### src/rtl/pfa_pkg.sv
package pfa_pkg;

  // Frame geometry
  localparam int FRAME_COUNT = 131072;
  localparam int FRAME_BYTES = 4096;
  localparam int FRAME_SHIFT = $clog2(FRAME_BYTES);
  localparam int FRAME_W     = $clog2(FRAME_COUNT);

  // Bitmap word geometry
  localparam int WORD_BITS = 64;
  localparam int BIT_W     = $clog2(WORD_BITS);
  localparam int WORDS     = FRAME_COUNT / WORD_BITS;
  localparam int WORD_AW   = $clog2(WORDS);

  // Field widths
  localparam int ADDR_W  = 32;
  localparam int LEN_W   = 32;
  localparam int LIM_W   = 30;
  localparam int FADDR_W = 29;
  localparam int COUNT_W = 18;
  localparam int FS_W    = LIM_W + 1 - FRAME_SHIFT;

  localparam logic [LIM_W-1:0] LIM_RESET = LIM_W'(32'h0010_0000);

  typedef enum logic [1:0] {
    CMD_ALLOC   = 2'd0,
    CMD_FREE    = 2'd1,
    CMD_RELEASE = 2'd2,
    CMD_RESERVE = 2'd3
  } cmd_t;

  typedef enum logic [1:0] {
    STAT_DONE    = 2'd0,
    STAT_OOM     = 2'd1,
    STAT_IGNORED = 2'd2
  } status_t;

  typedef enum logic [1:0] {
    OP_ALLOC    = 2'd0,
    OP_SET_USED = 2'd1,
    OP_SET_FREE = 2'd2
  } op_t;

  typedef enum logic [2:0] {
    S_CLEAR,
    S_IDLE,
    S_SETUP,
    S_SCAN,
    S_FINISH,
    S_REPLY
  } state_t;

  typedef struct packed {
    cmd_t              command;
    logic [ADDR_W-1:0] address;
    logic [LEN_W-1:0]  length;
  } pfa_req_t;

  typedef struct packed {
    logic [FADDR_W-1:0] frame_address;
    status_t            status;
    logic [COUNT_W-1:0] free_count;
  } pfa_rsp_t;

  // Bitmap RAM access from the sequencer
  typedef struct packed {
    logic                 wr_en;
    logic [WORD_AW-1:0]   wr_addr;
    logic [WORD_BITS-1:0] wr_data;
    logic                 rd_en;
    logic [WORD_AW-1:0]   rd_addr;
  } mem_req_t;

  // Word unit result
  typedef struct packed {
    logic [WORD_BITS-1:0] new_word;
    logic [WORD_BITS-1:0] changed;
    logic                 found;
    logic [BIT_W-1:0]     idx;
  } word_res_t;

endpackage

### src/rtl/pfa_word_unit.sv
module pfa_word_unit (
  input  pfa_pkg::op_t                     op,
  input  logic [pfa_pkg::WORD_BITS-1:0]    word,
  input  logic [pfa_pkg::BIT_W-1:0]        lo,
  input  logic [pfa_pkg::BIT_W-1:0]        hi,
  output pfa_pkg::word_res_t               res
);

  logic [pfa_pkg::WORD_BITS-1:0] mask;
  logic [pfa_pkg::WORD_BITS-1:0] cand;
  logic [pfa_pkg::WORD_BITS-1:0] first;
  logic [pfa_pkg::BIT_W-1:0]     idx;

  // Build the bit window lo..hi of this word
  assign mask = ({pfa_pkg::WORD_BITS{1'b1}} << lo) &
                ({pfa_pkg::WORD_BITS{1'b1}} >> (pfa_pkg::BIT_W'(pfa_pkg::WORD_BITS - 1) - hi));

  // Isolate the lowest free frame inside the window
  assign cand  = ~word & mask;
  assign first = cand & (~cand + pfa_pkg::WORD_BITS'(1));

  // Encode the one-hot position
  always_comb begin
    idx = '0;
    for (int i = 0; i < pfa_pkg::WORD_BITS; i++) begin
      if (first[i]) begin
        idx = idx | pfa_pkg::BIT_W'(i);
      end
    end
  end

  // Apply the operation to the word
  always_comb begin
    res.found = |cand;
    res.idx   = idx;
    case (op)
      pfa_pkg::OP_ALLOC: begin
        res.new_word = word | first;
        res.changed  = first;
      end
      pfa_pkg::OP_SET_USED: begin
        res.new_word = word | mask;
        res.changed  = mask & ~word;
      end
      default: begin
        res.new_word = word & ~mask;
        res.changed  = mask & word;
      end
    endcase
  end

endmodule

### src/rtl/pfa_ctrl.sv
module pfa_ctrl (
  input  logic                              clk,
  input  logic                              rst_n,
  input  logic                              req_valid,
  output logic                              req_ready,
  input  pfa_pkg::pfa_req_t                 req,
  input  logic [pfa_pkg::LIM_W-1:0]         low_reserve_limit,
  output logic                              rsp_valid,
  input  logic                              rsp_take,
  output pfa_pkg::pfa_rsp_t                 rsp,
  output pfa_pkg::mem_req_t                 mem,
  input  logic [pfa_pkg::WORD_BITS-1:0]     mem_rd_data
);

  localparam int FW  = pfa_pkg::FRAME_W;
  localparam int SH  = pfa_pkg::FRAME_SHIFT;
  localparam int AW  = pfa_pkg::WORD_AW;
  localparam int BW  = pfa_pkg::BIT_W;
  localparam int CW  = pfa_pkg::COUNT_W;
  localparam int FBW = pfa_pkg::ADDR_W - SH;
  localparam int EBW = pfa_pkg::ADDR_W + 1 - SH;

  pfa_pkg::state_t  state_r, state_nxt;
  pfa_pkg::cmd_t    cmd_r, cmd_nxt;
  pfa_pkg::op_t     op_r, op_nxt;
  pfa_pkg::status_t status_r, status_nxt;

  logic [pfa_pkg::ADDR_W-1:0]  base_r, base_nxt;
  logic [pfa_pkg::ADDR_W-1:0]  s_r, s_nxt;
  logic [pfa_pkg::ADDR_W:0]    em1_r, em1_nxt;
  logic                        lenz_r, lenz_nxt;
  logic [pfa_pkg::FS_W-1:0]    fs_r, fs_nxt;
  logic [pfa_pkg::LIM_W:0]     fs_sum;

  logic [FW-1:0]   f0_r, f0_nxt;
  logic [FW-1:0]   f1_r, f1_nxt;
  logic [AW:0]     rd_w_r, rd_w_nxt;
  logic [AW-1:0]   clr_r, clr_nxt;
  logic            pv_r, pv_nxt;
  logic [AW-1:0]   pw_r, pw_nxt;
  logic            chg_v_r, chg_v_nxt;
  logic            chg_dec_r, chg_dec_nxt;
  logic [pfa_pkg::WORD_BITS-1:0] chg_r, chg_nxt;
  logic            any_chg_r, any_chg_nxt;
  logic [CW-1:0]   count_r, count_nxt;
  logic [pfa_pkg::FADDR_W-1:0] addr_r, addr_nxt;

  logic [AW-1:0]   w0, w1;
  logic [BW-1:0]   lo, hi;
  logic [FW-1:0]   f1_calc;
  logic            base_in, ok_rel, ok_res;
  logic [BW:0]     chg_cnt;
  pfa_pkg::word_res_t wres;

  // Shared per-word unit
  pfa_word_unit u_word (
    .op   (op_r),
    .word (mem_rd_data),
    .lo   (lo),
    .hi   (hi),
    .res  (wres)
  );

  assign w0 = f0_r[FW-1:BW];
  assign w1 = f1_r[FW-1:BW];
  assign lo = (pw_r == w0) ? f0_r[BW-1:0] : '0;
  assign hi = (pw_r == w1) ? f1_r[BW-1:0] : '1;

  // Range bounds from the latched request
  assign fs_sum  = {1'b0, low_reserve_limit} + (pfa_pkg::LIM_W + 1)'(pfa_pkg::FRAME_BYTES - 1);
  assign base_in = base_r[pfa_pkg::ADDR_W-1:SH] < FBW'(pfa_pkg::FRAME_COUNT);
  assign f1_calc = (em1_r[pfa_pkg::ADDR_W:SH] < EBW'(pfa_pkg::FRAME_COUNT)) ?
                   em1_r[SH+FW-1:SH] : FW'(pfa_pkg::FRAME_COUNT - 1);
  assign ok_rel  = !lenz_r && (em1_r >= {1'b0, s_r}) &&
                   (s_r[pfa_pkg::ADDR_W-1:SH] < FBW'(pfa_pkg::FRAME_COUNT));
  assign ok_res  = !lenz_r && base_in;
  assign chg_cnt = (BW + 1)'($countones(chg_r));

  assign rsp.frame_address = addr_r;
  assign rsp.status        = status_r;
  assign rsp.free_count    = count_r;

  // State and control registers
  always_ff @(posedge clk) begin
    if (!rst_n) begin
      state_r <= pfa_pkg::S_CLEAR;
      clr_r   <= '0;
      pv_r    <= 1'b0;
      chg_v_r <= 1'b0;
      count_r <= '0;
    end else begin
      state_r <= state_nxt;
      clr_r   <= clr_nxt;
      pv_r    <= pv_nxt;
      chg_v_r <= chg_v_nxt;
      count_r <= count_nxt;
    end
  end

  // Working registers
  always_ff @(posedge clk) begin
    cmd_r     <= cmd_nxt;
    op_r      <= op_nxt;
    status_r  <= status_nxt;
    base_r    <= base_nxt;
    s_r       <= s_nxt;
    em1_r     <= em1_nxt;
    lenz_r    <= lenz_nxt;
    fs_r      <= fs_nxt;
    f0_r      <= f0_nxt;
    f1_r      <= f1_nxt;
    rd_w_r    <= rd_w_nxt;
    pw_r      <= pw_nxt;
    chg_dec_r <= chg_dec_nxt;
    chg_r     <= chg_nxt;
    any_chg_r <= any_chg_nxt;
    addr_r    <= addr_nxt;
  end

  // Sequencer
  always_comb begin
    state_nxt   = state_r;
    cmd_nxt     = cmd_r;
    op_nxt      = op_r;
    status_nxt  = status_r;
    base_nxt    = base_r;
    s_nxt       = s_r;
    em1_nxt     = em1_r;
    lenz_nxt    = lenz_r;
    fs_nxt      = fs_r;
    f0_nxt      = f0_r;
    f1_nxt      = f1_r;
    rd_w_nxt    = rd_w_r;
    clr_nxt     = clr_r;
    pv_nxt      = 1'b0;
    pw_nxt      = rd_w_r[AW-1:0];
    chg_v_nxt   = 1'b0;
    chg_dec_nxt = chg_dec_r;
    chg_nxt     = chg_r;
    any_chg_nxt = any_chg_r;
    addr_nxt    = addr_r;
    req_ready   = 1'b0;
    rsp_valid   = 1'b0;
    mem         = '0;

    // Fold the last word's change into the free count
    count_nxt = count_r;
    if (chg_v_r) begin
      if (chg_dec_r) begin
        count_nxt = count_r - CW'(chg_cnt);
      end else begin
        count_nxt = count_r + CW'(chg_cnt);
      end
    end

    unique case (state_r)
      // Preset every bitmap word to used
      pfa_pkg::S_CLEAR: begin
        mem.wr_en   = 1'b1;
        mem.wr_addr = clr_r;
        mem.wr_data = '1;
        clr_nxt     = clr_r + AW'(1);
        if (clr_r == AW'(pfa_pkg::WORDS - 1)) begin
          state_nxt = pfa_pkg::S_IDLE;
        end
      end

      // Take a request and precompute its bounds
      pfa_pkg::S_IDLE: begin
        req_ready = 1'b1;
        if (req_valid) begin
          cmd_nxt  = req.command;
          base_nxt = req.address;
          s_nxt    = (req.address < pfa_pkg::ADDR_W'(low_reserve_limit)) ?
                     pfa_pkg::ADDR_W'(low_reserve_limit) : req.address;
          em1_nxt  = {1'b0, req.address} + {1'b0, req.length} -
                     (pfa_pkg::ADDR_W + 1)'(1);
          lenz_nxt = (req.length == '0);
          fs_nxt   = fs_sum[pfa_pkg::LIM_W:SH];
          state_nxt = pfa_pkg::S_SETUP;
        end
      end

      // Decide the frame window and the operation
      pfa_pkg::S_SETUP: begin
        status_nxt  = pfa_pkg::STAT_DONE;
        any_chg_nxt = 1'b0;
        addr_nxt    = '0;
        state_nxt   = pfa_pkg::S_SCAN;
        case (cmd_r)
          pfa_pkg::CMD_ALLOC: begin
            op_nxt = pfa_pkg::OP_ALLOC;
            f0_nxt = fs_r[FW-1:0];
            f1_nxt = FW'(pfa_pkg::FRAME_COUNT - 1);
            if (fs_r >= pfa_pkg::FS_W'(pfa_pkg::FRAME_COUNT)) begin
              status_nxt = pfa_pkg::STAT_OOM;
              state_nxt  = pfa_pkg::S_REPLY;
            end
          end
          pfa_pkg::CMD_FREE: begin
            op_nxt = pfa_pkg::OP_SET_FREE;
            f0_nxt = base_r[SH+FW-1:SH];
            f1_nxt = base_r[SH+FW-1:SH];
            if (!base_in) begin
              status_nxt = pfa_pkg::STAT_IGNORED;
              state_nxt  = pfa_pkg::S_REPLY;
            end
          end
          pfa_pkg::CMD_RELEASE: begin
            op_nxt = pfa_pkg::OP_SET_FREE;
            f0_nxt = s_r[SH+FW-1:SH];
            f1_nxt = f1_calc;
            if (!ok_rel) begin
              status_nxt = pfa_pkg::STAT_IGNORED;
              state_nxt  = pfa_pkg::S_REPLY;
            end
          end
          default: begin
            op_nxt = pfa_pkg::OP_SET_USED;
            f0_nxt = base_r[SH+FW-1:SH];
            f1_nxt = f1_calc;
            if (!ok_res) begin
              status_nxt = pfa_pkg::STAT_IGNORED;
              state_nxt  = pfa_pkg::S_REPLY;
            end
          end
        endcase
        rd_w_nxt    = {1'b0, f0_nxt[FW-1:BW]};
        chg_dec_nxt = (op_nxt != pfa_pkg::OP_SET_FREE);
      end

      // Stream words through the unit, one read issued per cycle
      pfa_pkg::S_SCAN: begin
        if (rd_w_r <= {1'b0, w1}) begin
          mem.rd_en   = 1'b1;
          mem.rd_addr = rd_w_r[AW-1:0];
          rd_w_nxt    = rd_w_r + (AW + 1)'(1);
          pv_nxt      = 1'b1;
        end
        if (pv_r) begin
          if (op_r == pfa_pkg::OP_ALLOC) begin
            if (wres.found) begin
              mem.wr_en   = 1'b1;
              mem.wr_addr = pw_r;
              mem.wr_data = wres.new_word;
              chg_v_nxt   = 1'b1;
              chg_nxt     = wres.changed;
              addr_nxt    = pfa_pkg::FADDR_W'({pw_r, wres.idx, SH'(0)});
              state_nxt   = pfa_pkg::S_FINISH;
            end else if (pw_r == w1) begin
              status_nxt = pfa_pkg::STAT_OOM;
              state_nxt  = pfa_pkg::S_FINISH;
            end
          end else begin
            mem.wr_en   = 1'b1;
            mem.wr_addr = pw_r;
            mem.wr_data = wres.new_word;
            chg_v_nxt   = 1'b1;
            chg_nxt     = wres.changed;
            any_chg_nxt = any_chg_r | (|wres.changed);
            if (pw_r == w1) begin
              state_nxt = pfa_pkg::S_FINISH;
            end
          end
        end
      end

      // Let the count settle; a free of a free frame is ignored
      pfa_pkg::S_FINISH: begin
        if (cmd_r == pfa_pkg::CMD_FREE && !any_chg_r) begin
          status_nxt = pfa_pkg::STAT_IGNORED;
        end
        state_nxt = pfa_pkg::S_REPLY;
      end

      // Hold the result until the output stage takes it
      pfa_pkg::S_REPLY: begin
        rsp_valid = 1'b1;
        if (rsp_take) begin
          state_nxt = pfa_pkg::S_IDLE;
        end
      end

      default: begin
        state_nxt = pfa_pkg::S_CLEAR;
      end
    endcase
  end

endmodule

### config.mk
export PLATFORM = sky130hd
export DESIGN_NAME = pfa_ctrl
export DESIGN_NICKNAME = d
export VERILOG_FILES = /design/src/rtl/pfa_pkg.sv /design/src/rtl/pfa_word_unit.sv /design/src/rtl/pfa_ctrl.sv
export SDC_FILE = /design/constraint.sdc
export NUM_CORES = 1
export LEC_CHECK = 0
export BUFFER_PORTS_ARGS = -buffer_cell sky130_fd_sc_hd__buf_4
export CAP_MARGIN = 5
export CELL_PAD_IN_SITES_DETAIL_PLACEMENT = 1
export CELL_PAD_IN_SITES_GLOBAL_PLACEMENT = 1
export CORE_MARGIN = 2
export CORE_UTILIZATION = 41
export DETAILED_ROUTE_END_ITERATION = 8
export PLACE_DENSITY = 0.88
export RECOVER_POWER = 25
export SLEW_MARGIN = 30
export SYNTH_ARGS = -nofsm -noshare
export SYNTH_HDL_FRONTEND = slang
export SYNTH_SLANG_ARGS = --single-unit
### constraint.sdc
create_clock -name clk -period 8 [get_ports clk]
set_clock_uncertainty 0.15 [all_clocks]
set_input_delay 1.2 -clock clk [delete_from_list [all_inputs] [get_ports clk]]
set_output_delay 1.2 -clock clk [all_outputs]
set_load 0.02 [all_outputs]
# Word-level counts from Yosys, hierarchy flattened
# Cells that the tools add are included.
[word_totals]
out_inout_bits = 139
input_bits = 164
regBits = 309
wordCells = 372
[classes]
bitwise_logic = 11
n_shift = 2
addsub = 72
muxes = 211
n_reduce_logical = 24
eq_ne = 24
magnitude_cmp = 7
[op_table]
columns = ["op", "count"]
rows = [
  ["$mux 76", 9],
  ["$mux 64", 9],
  ["$and 64x64->64", 5],
  ["$mux 29", 9],
  ["$pmux 128 s2", 1],
  ["$mux 6", 34],
  ["$not 64->64", 3],
  ["$mux 32", 5],
  ["$pmux 76 s2", 1],
  ["$or 64x64->64", 2],
  ["$reduce_or 64->1", 2],
  ["$mux 3", 40],
  ["$mux 5", 16],
  ["$pmux 17 s2", 2],
  ["$mux 2", 33],
  ["$mux 33", 2],
  ["$add 1x1->2", 32],
  ["$add 64x1->64 const B", 1],
  ["$shl 64x6->64 const A", 1],
  ["$shr 64x6->64 const A", 1],
  ["$mux 12", 5],
  ["$pmux 29 s2", 1],
  ["$mux 17", 3],
  ["$add 2x2->3", 16],
  ["52 further kinds", 118],
]

# Longest topological paths before layout
# Gate-level depths: netlist of the first run.
[depth]
depth_word = 82
ltp_mapped = 34
depth_no_buf = 34

# By module
# From an unflattened synthesis of the first run, not the netlist that was laid out.
[hier_totals]
hier_cells = 2855
area_unflattened_um2 = 25145.4
[modules_own_cells]
columns = ["module", "instances", "seq_area_each_um2", "area_each_um2", "cells_per_inst"]
rows = [
  ["pfa_ctrl", 1, 8107.8, 18913.1, 1824],
  ["pfa_word_unit", 1, 0.0, 6232.2, 1031],
]

# Worst setup path before layout of the first run
# No wires, ideal clock.
[synth_timing]
path_kind = "reg-to-reg"
start = "register chg_r[53] (netlist name)"
end = "register count_r[17]"
path_buffers = 0
path_slack_ns = -0.147
t_required_ns = 7.735
stages_incl_launch_ff = 33
setup_ns = 0.115
period_less_slack_ns = 8.147
arrival_ns = 7.882
path_cell_list = "edfxtp_1 fa_1 inv_1 fa_1 inv_1 fa_1 inv_1 fa_1 inv_1 fa_1 inv_1 fa_1 fa_1 fa_1 inv_1 ha_1 fa_1 a21o_1 a21oi_1 o21bai_1 a21oi_1 ha_1 o21ai_0 ha_1 a21o_1 o2111ai_1 a31oi_1 a41oi_1 a21oi_1 xor2_1 nand2_1 xnor2_1 and2_1"
[synth_via]
elab_chain_cells = 9
elab_cells_between_ends = 10
cone_classes = "add/sub: 8; mux: 2"
[synth_rtl]
columns = ["element", "line_no", "text"]
rows = [
  ["start: declaration", "pfa_ctrl.sv:43", "logic [pfa_pkg::WORD_BITS-1:0] chg_r, chg_nxt;"],
  ["start signal: assignment", "pfa_ctrl.sv:115", "chg_r <= chg_nxt;"],
  ["$add 1x1->2 (implied by the code) *", "pfa_ctrl.sv:77", "assign chg_cnt = (BW + 1)'($countones(chg_r));"],
  ["$add 2x2->3 (implied by the code) *", "pfa_ctrl.sv:77", ""],
  ["$add 3x3->4 (implied by the code) *", "pfa_ctrl.sv:77", ""],
  ["$add 4x4->5 (implied by the code) *", "pfa_ctrl.sv:77", ""],
  ["$add 5x5->6 (implied by the code) *", "pfa_ctrl.sv:77", ""],
  ["$add 6x6->7 (implied by the code) *", "pfa_ctrl.sv:77", ""],
  ["$add 18x7->18 or $sub 18x7->18 (tied branches)", "pfa_ctrl.sv:152, pfa_ctrl.sv:150", ""],
  ["$mux 18 *", "pfa_ctrl.sv:149", "if (chg_dec_r) begin"],
  ["$mux 18 *", "pfa_ctrl.sv:148", "if (chg_v_r) begin"],
  ["end signal: assignment", "pfa_ctrl.sv:96", "count_r <= count_nxt;"],
  ["end: declaration", "pfa_ctrl.sv:45", "logic [CW-1:0] count_r, count_nxt;"],
]
# Every way passes the cells marked *; elsewhere a longest branch is shown, timed or not. The select of a mux whose other input is x is not followed.
# A chain may end at the register's enable or synchronous reset.

# Final worst setup path of the first run
[layout_timing]
start = "register chg_r[29] (netlist name)"
end = "register count_r[16]"
# The elaborated chain is that of the path after synthesis.

==> results of run 1 <==
-- through the flow --
stage / power (mW) / area, sq um
6_report: 3.78 / 29800
5_1_grt: 3.87 / 29800
2_1_floorplan: 1.96 / 24900
3_5_place_dp: 2.19 / 28300
3_3_place_gp: 2.16 / 28200
4_1_cts: 3.77 / 29700
-- report_power, final --
part / total (mW) / leakage (nW) / internal [mW] / switching (mW)
clock network: 1.60 / 0.542 / 0.885 / 0.710
logic: 0.561 / 9.52 / 0.221 / 0.339
registers: 1.62 / 2.50 / 1.62 / 0.00170
-- logic make-up (layout without fill, tap and decap cells) --
family                   Yosys count  in the layout  synth area share, %
AO/OA/AOI/OAI                    747            747                 19.9
XOR/XNOR                         130            130                 4.60
adder cells (fa/ha/maj)          231            231                 13.4
buffers and inverters            473            821                 7.51
flip-flops                       285            285                 32.7
multiplexers                      51             51                 2.09
other                              1             15               0.0151
AND/OR/NAND/NOR                  953            953                 19.8
-- worst max-delay path: cells and delay by family, from the launching register on --
family,cells,cell delay [ns]
and+or+nand+nor,2,0.27
DFF,1,0.40
muxes,1,0.09
adders and majority gates,12,5.32
buffers and inverters,5,0.29
AOI/OAI and AO/OA,10,1.66
xor gates and xnor gates,2,0.31
-- cell usage after synthesis (15+ instances only) --
master,number
o211ai_1,15
inv_1,328
a21o_1,50
nand4_1,46
ha_1,175
a211oi_1,21
clkbuf_1,103
dfxtp_1,45
xor2_1,47
nor4_1,51
or2_2,27
a22oi_1,25
nor3_1,66
o21a_1,23
edfxtp_1,240
a21oi_1,177
nand2b_1,40
xnor2_1,83
o21ai_0,151
or3_1,37
a22o_1,21
fa_1,56
and3_1,18
and2_1,58
mux2i_1,45
o22ai_1,79
nand2_1,227
nand3_1,58
nor2b_1,39
nor2_1,221
a31oi_1,19
-- layout make-up --
type,count,area [sq um]
tap,782,978
clock inverter,22,228
inverter,332,1250
fill,7000,30200
timing repair buffer,427,3090
clock buffer,40,895
multi-input combinational,2124,15200
sequential,285,8110
antenna,3,7.51
-- final timing paths --
path / end / slack, ns / cells past startpoint
worst max-delay path: count_r[16] / -0.56 / 32
worst min-delay path: pw_r[0] / 0.32 / 0
worst max register to register: count_r[16] / -0.56 / 32
worst min register to register: pw_r[0] / 0.32 / 0
-- cell usage in the layout (no fill, tap or decap), drive strengths merged, types with 12 or more instances in the layout --
| cell | Yosys | routed |
|---|---|---|
| conb | 1 | 12 |
| o21a | 23 | 23 |
| a2111oi | 14 | 14 |
| a21boi | 14 | 14 |
| dfxtp | 45 | 45 |
| or3 | 37 | 37 |
| a21o | 51 | 51 |
| or2 | 27 | 27 |
| fa | 56 | 56 |
| a22o | 21 | 21 |
| nand2b | 40 | 40 |
| and4 | 13 | 13 |
| a31oi | 19 | 19 |
| and3 | 18 | 18 |
| clkbuf | 108 | 85 |
| a211oi | 21 | 21 |
| buf | 33 | 382 |
| nand4 | 48 | 48 |
| o211ai | 16 | 16 |
| o22ai | 79 | 79 |
| a22oi | 25 | 25 |
| nor3 | 68 | 68 |
| nor2b | 39 | 39 |
| nor4 | 56 | 56 |
| mux2i | 45 | 45 |
| o221ai | 12 | 12 |
| ha | 175 | 175 |
| a21oi | 177 | 177 |
| nor2 | 223 | 223 |
| and2 | 58 | 58 |
| inv | 331 | 331 |
| nand2 | 227 | 227 |
| xor2 | 47 | 47 |
| xnor2 | 83 | 83 |
| o21ai | 157 | 157 |
| nand3 | 60 | 60 |
| clkinv | 1 | 19 |
| edfxtp | 240 | 240 |
-- flip-flops by register name (all words and copies together) (netlist names) --
register	flops
rd_w_r	12
em1_r	33
f1_r	17
cmd_r	2
pv_r	1
chg_dec_r	1
addr_r	17
base_r	20
lenz_r	1
status_r	2
s_r	32
chg_r	64
pw_r	11
op_r	2
state_r	3
f0_r	17
any_chg_r	1
chg_v_r	1
count_r	18
clr_r	11
fs_r	19
-- layer usage --
layer	vias up	GRT usage (%)	wire [um]	part of all wire [%]
met5	-	0	23	0.020
met4	4	18.1	6940	6.0
met3	379	6.31	10300	8.9
met2	1421	59.4	53700	47
met1	12588	44.5	44500	39
li1	11004	-	-	-
-- repair_timing --
action | 4_1_cts | 5_1_grt
setup endpoints to repair | 10 | 13
setup buffers | 21 | 14
pin swaps | 35 | 31
gates resized for setup | 39 | 35
==> results.toml, run 1 <==
[grt]
grt_pass1_vias = 25898
grt_usage_pct = 35.7
grt_overflow = 0
grt_pass1_wl_um = 167000
grt_max_degree = 84
antenna_found_initial = 2

[run_status]
status = "finished, violations left"
violations = "capacitance limit, slew limit, setup timing"

[setup_path]
startpoint_type = "flip-flop"
crit_path_max_fanout = 3
cp.required_ns = 8.37
endpoint_kind = "flip-flop"
cp_slowest_cell = "fa_1"
critPathMaxStageDelay_ns = 0.57
cp-startpoint = "chg_r[29]"
setup.worst_path.class = "reg2reg"
timing.rr.start = "chg_r[29]"
crit_top_cell = "fa_1"
cp.arrival_ns = 8.92

[routing]
drtIter0Drc = 2836
drtPass1Iterations = 5
drt-vias-per-instance = 6.33
drc_errors = 0
routed_wl_um = 115000
vias = 25396
avgRoutedWirePerCell_um = 28.8
ant_nets = 0

[placement]
dp_cells = 3918
portBuffers = 290
dp_worst_setup_slack_ns = -0.755
place_congestion = 1.04
dp_hpwl_um = 89500

[clock_network]
cts.sinks = 285
cts_buffers = 35
insertion_delay_ns = 0.58
clkSlewWorstSetupHoldPaths_ns = 0.06
cts.path.max_buffers = 3
h-tree-depth = 2
hold_buffers = 0
cts_tree = "done"
cts-root-buf = "clkbuf_16"

[timing]
fmax_ghz = 0.117
maxSlewHeadroom_pct = -88.5
fin_setup_tns_ns = -4.11
timing.hold.ws_ns = 0.324
fin_crit_sh_pct = 107
fin_ws_ns = -0.558
rsz0062_at_grt = "yes"
finalSetupViolations = 18
slew_viol_final = 66
tightestPinTransition_ns = 2.83
finalHoldViolCount = 0
min_period_ns = 8.56

[logic_synthesis]
synth-edff-count = 240
synthFlopType = "edfxtp_1"
ys_warn_count = 0
syn-cell-area_sq_um = 24800
ys_async_sr_fraction_pct = 0
synth_area_leader_cell = "edfxtp_1"
ys_seq_elements = 285
synth_area_leaders = "edfxtp_1 29%, ha_1 8.8%, inv_1 5.0%"
synthCells = 2871
synth_top_area_share_pct = 29.1
ys_seq_area_share_pct = 32.7
synth.distinct_cells = 95
syn-mean-instance-area_sq_um = 8.63

[hold_path]
hold_class = "reg2reg"
hp-start = "rd_w_r[0]"

[floorplan]
start_util_pct = 41.3
die_area_sq_um = 62400
die_w_um = 250
fp.coreArea_sq_um = 60000
io_pins = 303
die_h_um = 250
rows = 90

[final_layout]
area_delta_synth_final_pct = 20.3
layout-drive-gt1-share_pct = 17.7
fin_cells = 4015
fin_nets = 3600
final_core_util_pct = 49.6

[power_and_ir_drop]
leakagePower_nw = 12.6
p_per_area_nw_per_um2 = 127
max-vdd-ir-drop_uv = 119

[run]
drv_cap = 1
(Power assumes the default switching activity.)
==> run 2: changes to the inputs <==
--- a/config.mk
+++ b/config.mk
@@ -7,12 +7,10 @@
 export LEC_CHECK = 0
 export BUFFER_PORTS_ARGS = -buffer_cell sky130_fd_sc_hd__buf_4
 export CAP_MARGIN = 5
-export CELL_PAD_IN_SITES_DETAIL_PLACEMENT = 1
-export CELL_PAD_IN_SITES_GLOBAL_PLACEMENT = 1
-export CORE_MARGIN = 2
-export CORE_UTILIZATION = 41
+export CORE_MARGIN = 1
+export CORE_UTILIZATION = 50
 export DETAILED_ROUTE_END_ITERATION = 8
-export PLACE_DENSITY = 0.88
+export PLACE_DENSITY = 0.83
 export RECOVER_POWER = 25
 export SLEW_MARGIN = 30
 export SYNTH_ARGS = -nofsm -noshare
==> results.toml, run 2 (synthesis gave the netlist of run 1 again) <==
[clock_network]
cts.sinks = 285
cts-root-buf = "clkbuf_16"
clkSlewWorstSetupHoldPaths_ns = 0.06
h-tree-depth = 1
cts_tree = "done"
insertion_delay_ns = 0.63
cts.path.max_buffers = 3
cts_buffers = 30

[setup_path]
cp-startpoint = "chg_r[29]"
startpoint_type = "flip-flop"
crit_top_cell = "fa_1"
r2r_slack_ns = -0.57
r2r_cells = 31
endpoint_kind = "flip-flop"
setup.worst_path.class = "reg2reg"
crit_path_max_fanout = 3
reg2reg_to = "count_r[17]"
crit_end = "count_r[17]"
cp.arrival_ns = 8.93
cp_slowest_cell = "fa_2"
critPathMaxStageDelay_ns = 0.57
cp.required_ns = 8.36
timing.rr.start = "chg_r[29]"

[routing]
drtPass1Iterations = 8
avgRoutedWirePerCell_um = 26.4
drc_errors = 0
vias = 24874
ant_nets = 0
drtIter0Drc = 3751
routed_wl_um = 102000
drt-vias-per-instance = 6.42

[timing]
slew_viol_final = 121
fin_ws_ns = -0.568
finalSetupViolations = 9
fin_crit_sh_pct = 107
min_period_ns = 8.57
rsz0062_at_grt = "yes"
finalHoldViolCount = 0
maxSlewHeadroom_pct = -111
tightestPinTransition_ns = 3.17
fmax_ghz = 0.117

[placement]
dp_worst_setup_slack_ns = -0.606
dp_hpwl_um = 78800
placed_cell_area_sq_um = 28100
portBuffers = 290
place_congestion = 1.10

[power_and_ir_drop]
max-vdd-ir-drop_uv = 156
pwr-share-clk_pct = 40.7
leakagePower_nw = 12.4
seqPwrFrac_pct = 44.8
p_per_area_nw_per_um2 = 123
power.internal_mw = 2.69
power_switching_mw = 0.928
comb_power_share_pct = 14.5
swShare_pct = 25.7

[final_layout]
final_cell_mix = "360 x buf_4, 324 x inv_1, 240 x edfxtp_1"
final_common_cell = "buf_4"
regMostFlops = "chg_r"
layout-drive-gt1-share_pct = 16.6
area_delta_synth_final_pct = 18.5
fin_nets = 3582
largestRegisters = "chg_r x64, em1_r x33, s_r x32"
fin_area_sq_um = 29400
largest_reg_flops = 64
final_core_util_pct = 60.1

[grt]
grt_overflow = 0
grt_usage_pct = 38.9
grt_pass1_vias = 22706
antenna_found_initial = 2
grt_pass1_wl_um = 145000
grt_max_degree = 78

[floorplan]
die_w_um = 225
start_util_pct = 50.7
rows = 81
fp.coreArea_sq_um = 48800
die_area_sq_um = 50400
io_pins = 303
die_h_um = 225

[run_status]
violations = "capacitance limit, slew limit, setup timing"
status = "finished, violations left"

[hold_path]
hold_class = "reg2reg"

[run]
drv_cap = 4
-- run 2: cell types whose count changed in the layout (fill, tap and decap cells not counted), sizes merged --
cell      change
clkinvlp      +1
diode         -2
clkinv        -6
inv           -1
bufinv        +3
buf          -18
clkbuf        -1
-- run 2: power by group through the flow --
stage                     registers [mW]  clock network (mW)  logic [mW]
after floorplan                     1.65                   0       0.313
after global placement              1.65                   0       0.497
after detailed placement            1.65                   0       0.509
after CTS                           1.62                1.48       0.513
after global routing                1.62                1.52       0.565
final                               1.62                1.47       0.522
-- run 2: critical path: cells and delay by family (launching register included) --
family	cells	cell delay, ns
AND/OR/NAND/NOR	3	0.46
buffers and inverters	5	0.29
XOR/XNOR	2	0.34
flip-flops	1	0.41
adder cells (fa/ha/maj)	12	5.33
multiplexers	1	0.08
AO/OA/AOI/OAI	8	1.43
-- run 2: through the flow --
step	std cells	TNS, ns	power, mW	hold slack (ns)
2_1_floorplan	2882	-0.0432	1.96	0.240
3_5_place_dp	3800	-3.25	2.16	0.308
5_1_grt	3872	-3.87	3.71	0.329
3_3_place_gp	3800	-1.92	2.15	0.297
4_1_cts	3868	-0.663	3.61	0.324
6_report	3873	-1.65	3.61	0.335
-- run 2: timing repair --
action | in CTS | in global routing
hold buffers | 0 | 0
pin swaps | 24 | 14
resized for setup | 23 | 27
setup buffers | 15 | 4
setup endpoints to repair | 10 | 12
-- run 2: final cells by class --
type,instances,area [sq um]
flip-flops and latches,285,8110
fillers,4196,19500
multi-input cells,2124,15200
repair buffers,414,2950
well taps,664,831
inverters,332,1250
diodes,1,2.50
clock inverters,19,258
clock buffers,34,766
-- run 2: how the worst min path moves through the flow --
| stage | from | end | slack (ns) | cells after the start |
|---|---|---|---|---|
| global route | rd_w_r[0] | pw_r[0] | 0.33 | 0 |
| detailed placement | rd_w_r[6] | pw_r[6] | 0.31 | 0 |
| CTS | rd_w_r[0] | pw_r[0] | 0.32 | 0 |
| floorplan | rd_w_r[0] | pw_r[0] | 0.24 | 0 |
| global placement | rd_w_r[0] | pw_r[0] | 0.30 | 0 |
| finish | rd_w_r[0] | pw_r[0] | 0.34 | 0 |
-- run 2: per-layer routing --
metal | track usage, % | share of wire (%) | up-vias
li1 | - | - | 10944
met1 | 50.6 | 38 | 11686
met2 | 58.5 | 43 | 1850
met3 | 10.9 | 13 | 392
met4 | 21.4 | 6.8 | 2
met5 | 0 | 0.0098 | -
